**config.mk**
```make
export PLATFORM = sky130hd
export DESIGN_NAME = mf2d_select
export DESIGN_NICKNAME = d
export VERILOG_FILES = /design/src/design/mf2d_pkg.sv /design/src/design/mf2d_select.sv
export SDC_FILE = /design/constraint.sdc
export NUM_CORES = 2
export LEC_CHECK = 0
export BUFFER_PORTS_ARGS = -buffer_cell sky130_fd_sc_hd__buf_2
export CORE_ASPECT_RATIO = 0.9
export CORE_UTILIZATION = 48
export DETAILED_ROUTE_END_ITERATION = 10
export PLACE_DENSITY = 0.69
export SETUP_SLACK_MARGIN = 0.1
export SYNTH_ARGS = -nofsm -noshare
export SYNTH_HDL_FRONTEND = slang
export SYNTH_SLANG_ARGS = --single-unit
```
**constraint.sdc**
```tcl
create_clock -name i_clk -period 19.7 [get_ports i_clk]
set_clock_uncertainty 0.2 [all_clocks]
set_input_delay 2.955 -clock i_clk [delete_from_list [all_inputs] [get_ports i_clk]]
set_output_delay 2.955 -clock i_clk [all_outputs]
set_load 0.01 [all_outputs]
```
**src/design/mf2d_pkg.sv**
```systemverilog
// mf2d_pkg: shared types and constants of the 2-D RGBA median filter.
// No dependencies.
`timescale 1ns / 1ps

package mf2d_pkg;

    localparam int unsigned CH_W   = 8;
    localparam int unsigned PIX_W  = 32;
    localparam int unsigned HALF_W = 2;
    localparam int unsigned DIM_W  = 11;
    localparam int unsigned IDX_W  = 2;

    // configuration register indexes
    localparam logic [IDX_W-1:0] REG_HALF   = 2'd0;
    localparam logic [IDX_W-1:0] REG_WIDTH  = 2'd1;
    localparam logic [IDX_W-1:0] REG_HEIGHT = 2'd2;

    // opcodes
    localparam logic OP_PIXEL = 1'b0;
    localparam logic OP_DRAIN = 1'b1;

    typedef struct packed {
        logic             opcode;
        logic [CH_W-1:0]  red_in;
        logic [CH_W-1:0]  green_in;
        logic [CH_W-1:0]  blue_in;
        logic [CH_W-1:0]  alpha_in;
    } t_in_item;

    typedef struct packed {
        logic [CH_W-1:0]  red_out;
        logic [CH_W-1:0]  green_out;
        logic [CH_W-1:0]  blue_out;
        logic [CH_W-1:0]  alpha_out;
        logic             frame_last;
    } t_out_item;

    // control between sequencer and selection unit
    typedef struct packed {
        logic clear;   // start a new window
        logic sample;  // sample data valid this cycle
        logic plane;   // run one bit-plane step
    } t_sel_ctrl;

endpackage

```
**src/design/mf2d_select.sv**
```systemverilog
// mf2d_select: bit-plane median selection over a window buffer, 4 channels.
// Depends on mf2d_pkg.
`timescale 1ns / 1ps

module mf2d_select #(
    parameter int unsigned MAX_N = 49
) (
    input  logic                            i_clk,
    input  mf2d_pkg::t_sel_ctrl             i_ctrl,
    input  logic [mf2d_pkg::PIX_W-1:0]      i_pix,
    input  logic [$clog2(MAX_N+1)-1:0]      i_rank,
    output logic [mf2d_pkg::PIX_W-1:0]      o_med
);
    localparam int unsigned NW = $clog2(MAX_N + 1);
    localparam int unsigned CW = mf2d_pkg::CH_W;
    localparam int unsigned BW = $clog2(CW);

    logic [mf2d_pkg::PIX_W-1:0] r_buf [MAX_N];
    logic [MAX_N-1:0]           r_used;
    logic [NW-1:0]              r_wr;
    logic [NW-1:0]              r_k   [4];
    logic [MAX_N-1:0]           r_cand[4];
    logic [CW-1:0]              r_res [4];
    logic [BW-1:0]              r_bit;

    // sample buffer: taps written in order
    always_ff @(posedge i_clk) begin
        if (i_ctrl.clear) begin
            r_wr   <= '0;
            r_used <= '0;
        end else if (i_ctrl.sample) begin
            r_buf[r_wr[$clog2(MAX_N)-1:0]]  <= i_pix;
            r_used[r_wr[$clog2(MAX_N)-1:0]] <= 1'b1;
            r_wr <= r_wr + 1'b1;
        end
    end

    // one bit plane per step, MSB first; r_k is rank among candidates
    always_ff @(posedge i_clk) begin
        logic [MAX_N-1:0] zeros;
        logic [NW-1:0]    nz;
        if (i_ctrl.clear) begin
            r_bit <= BW'(CW - 1);
            for (int c = 0; c < 4; c++) begin
                r_cand[c] <= '1;
                r_k[c]    <= '0;
            end
        end else if (i_ctrl.plane) begin
            r_bit <= r_bit - 1'b1;
            for (int c = 0; c < 4; c++) begin
                zeros = '0;
                for (int i = 0; i < MAX_N; i++)
                    zeros[i] = r_cand[c][i] & r_used[i]
                               & ~r_buf[i][c*CW + int'(r_bit)];
                nz = NW'($countones(zeros));
                if (((r_bit == BW'(CW - 1)) ? i_rank : r_k[c]) < nz) begin
                    r_cand[c] <= (r_cand[c] & r_used) & zeros;
                    r_res[c][r_bit] <= 1'b0;
                    r_k[c] <= (r_bit == BW'(CW - 1)) ? i_rank : r_k[c];
                end else begin
                    r_cand[c] <= (r_cand[c] & r_used) & ~zeros;
                    r_res[c][r_bit] <= 1'b1;
                    r_k[c] <= ((r_bit == BW'(CW - 1)) ? i_rank : r_k[c]) - nz;
                end
            end
        end
    end

    assign o_med = {r_res[3], r_res[2], r_res[1], r_res[0]};
endmodule

```
==> summary.md <==
| Metric | Value |
|---|---|
| Clock Latency Late Sink | slightly above 0.8 ns |
| Post-DR vias/cell | ~6 |
| Fmax | just under 0.09 GHz |
| Worst EP arrival | 11.81 ns |
| Hold WC Path Type | reg2reg |
| Total GRT Usage | 0.251 |
| Routed vias | 43407 |
| Slew HR | 0.169 |
| EDFF count, synth | 1812 |
| FFs w/ async S/R, synth | 0 |
| Final cell count without fillers | 7123 |
| Crit start category | flop |
| DRC violations left | 0 |
| Ant. Diodes | 0 |
| #FFs+latches synth | 1878 |
| Routability Congestion | ~0.9 |
| I/O pin count | 74 |
| Mean post-synth cell area | 17.3 um^2 |
| Maximum clock path buffer count | 3 |
| Setup Viol. Count Final | 0 |
| Port Buffers | 73 |
| CTS sink cnt | 1878 |
| Drt first-iter violations | 6732 |
| Number of max-cap violations | 0 |
| Chip Height | 389 um |
| Final worst-path cycle share | 0.584 |
| Cell variety after synth | a little under 70 |
| Status | finished, final reports clean |
| Pins Over Slew Limit | 0 |
| Most frequent cell after synthesis | edfxtp_1 |
| Average wire per standard cell | 29.4 um |
| Core box area | 165000 um^2 |
| Area post-placement | 82900 um^2 |
| DPL Wire Length | 116 mm |
| Post-synth top area cell | edfxtp_1 |
| Largest net degree at the start of global routing | 105 |
| Top_reg_cell synth | edfxtp_1 |
| Sequential cell area fraction in the yosys report | 0.698 |
| RSZ-0062 raised after global routing | no |
| CP Max Fanout | 48 |
| Slew @ Worst Pin | 1.24 ns |
| Most frequent cells after synthesis | 1812 x edfxtp_1, 415 x nand2_1, 324 x mux4_2 |
| Die footprint | about 170000 um^2 |
| Dpl cells | 6793 |
| Crit path largest cell delay | 0.86 ns |
| Max IR drop VDD | 0.0000725 V |
| Share of layout cells above drive strength 1 | 0.185 |
| Fin Setup TNS | 0 ns |
| Antenna viol nets, final | 0 |
| CTS tree | yes |
| Synthesized cell area | 79900 um^2 |
| Critical path required time | 20.01 ns |
| Final Net Count | approximately 5000 |
| Setup CP Type | reg2reg |
| DRT Wirelength | 210 mm |
| Crit end category | flop |
| P&R area growth vs syn | 11.2% |
| # resized after CTS | 0 |
| Number of H-tree levels | 4 |
| Post-Synthesis Cells | 4626 |
| Clock slew at reported path FFs | 0.06 ns |
| Most common cell on crit path | fa_1 |
| Die Span X | 432 um |
| Fin crit period | around 12 ns |
| Vias in the first global route | around 43000 |
| First-pass DRT Iterations | 7 |
| Num CTS Buffers | approximately 180 |
| Clk root buf | clkbuf_16 |
| Pleak | roughly 30 nW |
| Rows | around 140 |
| Mapped Nets | 4895 |
| Area contributors post-synth | edfxtp_1 68%, mux4_2 9.1%, fa_1 4.1% |
| First-pass GRT wire length | 302 mm |
| Postcts setup bufs | 0 |
| CTS Hold Bufs | 0 |
| Initial antenna violation count | 18 |
| Worst-path cell with the longest stage delay | buf_4 |
| Synth warn | 0 |
| Pwr Density | around 99 nW/um^2 |
| Area share of the largest cell type after synthesis | 0.681 |
| Post-route cell area | 88800 um^2 |
| Starting Density | 0.485 |
| Grt total ovfl | 0 |
| Final hold viol count | 0 |
[state kept, by name, summed over array words and instances, names as in the netlist]
signal  flops
r_used     49
r_res      32
r_bit       3
r_buf    1568
r_wr        6
r_k        24
r_cand    196
[metal layers]
| layer | global-route usage | up-vias | routed length, um |
|---|---|---|---|
| met2 | 0.375 | 2619 | 95600 |
| met5 | 0 | - | 13 |
| met3 | 0.0474 | 287 | 23700 |
| met1 | 0.378 | 22575 | 85300 |
| li1 | - | 17924 | - |
| met4 | 0.0658 | 2 | 5000 |
[placed cells by master, fill, tap and decap left out, types with 110 or more instances in the layout]
cell type and count:
nor2_1 143, nand3_1 128, inv_1 211, o21ai_0 135
xnor2_1 173, clkbuf_16 183, mux4_2 324, fa_1 164
nand2_1 415, mux2i_1 147, edfxtp_1 1812, buf_4 110
[final timing paths]
| kind | from | to | slack (ns) | cells past startpoint |
|---|---|---|---|---|
| worst max-delay path | r_bit[2] | r_cand[2][11] | 8.20 | 25 |
| worst min-delay path | r_res[2][6] | r_res[2][6] | 0.27 | 2 |
| worst max register to register | r_bit[2] | r_cand[2][11] | 8.20 | 25 |
| worst min register to register | r_res[2][6] | r_res[2][6] | 0.27 | 2 |
[per-stage QoR]
stage,setup WS [ns],power (mW),util,hold WS (ns)
after CTS,8.19,8.83,0.540,0.279
after global placement,8.29,5.37,0.504,0.232
after floorplan,11.30,5.09,-,0.287
after global routing,7.69,9.05,0.540,0.304
final,8.20,8.80,0.540,0.269
after detailed placement,8.19,5.38,0.504,0.264
[cell type report]
cell class              count  area, um^2
clock inverters            77         856
flip-flops and latches   1878       55700
clock buffers             253        5060
well taps                2216        2770
inverters                 214         811
fillers                 12704       75800
repair buffers            187        1270
multi-input cells        2298       22300
[worst max-delay path, delay by kind of cell, from the launching register on]
kind / cells / cell delay [ns]
AO/OA/AOI/OAI: 3 / 1.15
XOR/XNOR: 1 / 0.19
adder cells (fa/ha/maj): 10 / 4.99
buffers and inverters: 8 / 2.95
flip-flops: 1 / 0.58
multiplexers: 1 / 0.54
AND/OR/NAND/NOR: 2 / 0.32
[kinds of logic (layout without fill, tap and decap cells)]
logic type      count (synthesis)  after routing  share of synthesized area
compound gates                499            499                     0.0407
xor+xnor                      216            216                     0.0237
fa+ha+maj                     227            227                     0.0510
buf+inv                       450            731                     0.0259
flops                        1878           1878                      0.698
mux                           503            503                      0.114
simple gates                  853            853                     0.0465
[where the power goes]
group	total, mW	internal [mW]	switching (mW)	leakage (nW)
sequential	4.46	4.43	0.0295	17.0
clock	3.50	1.99	1.50	2.90
combinational	0.841	0.308	0.533	10.1
total	8.80	6.73	2.07	30.0
(Power assumes the default switching activity.)
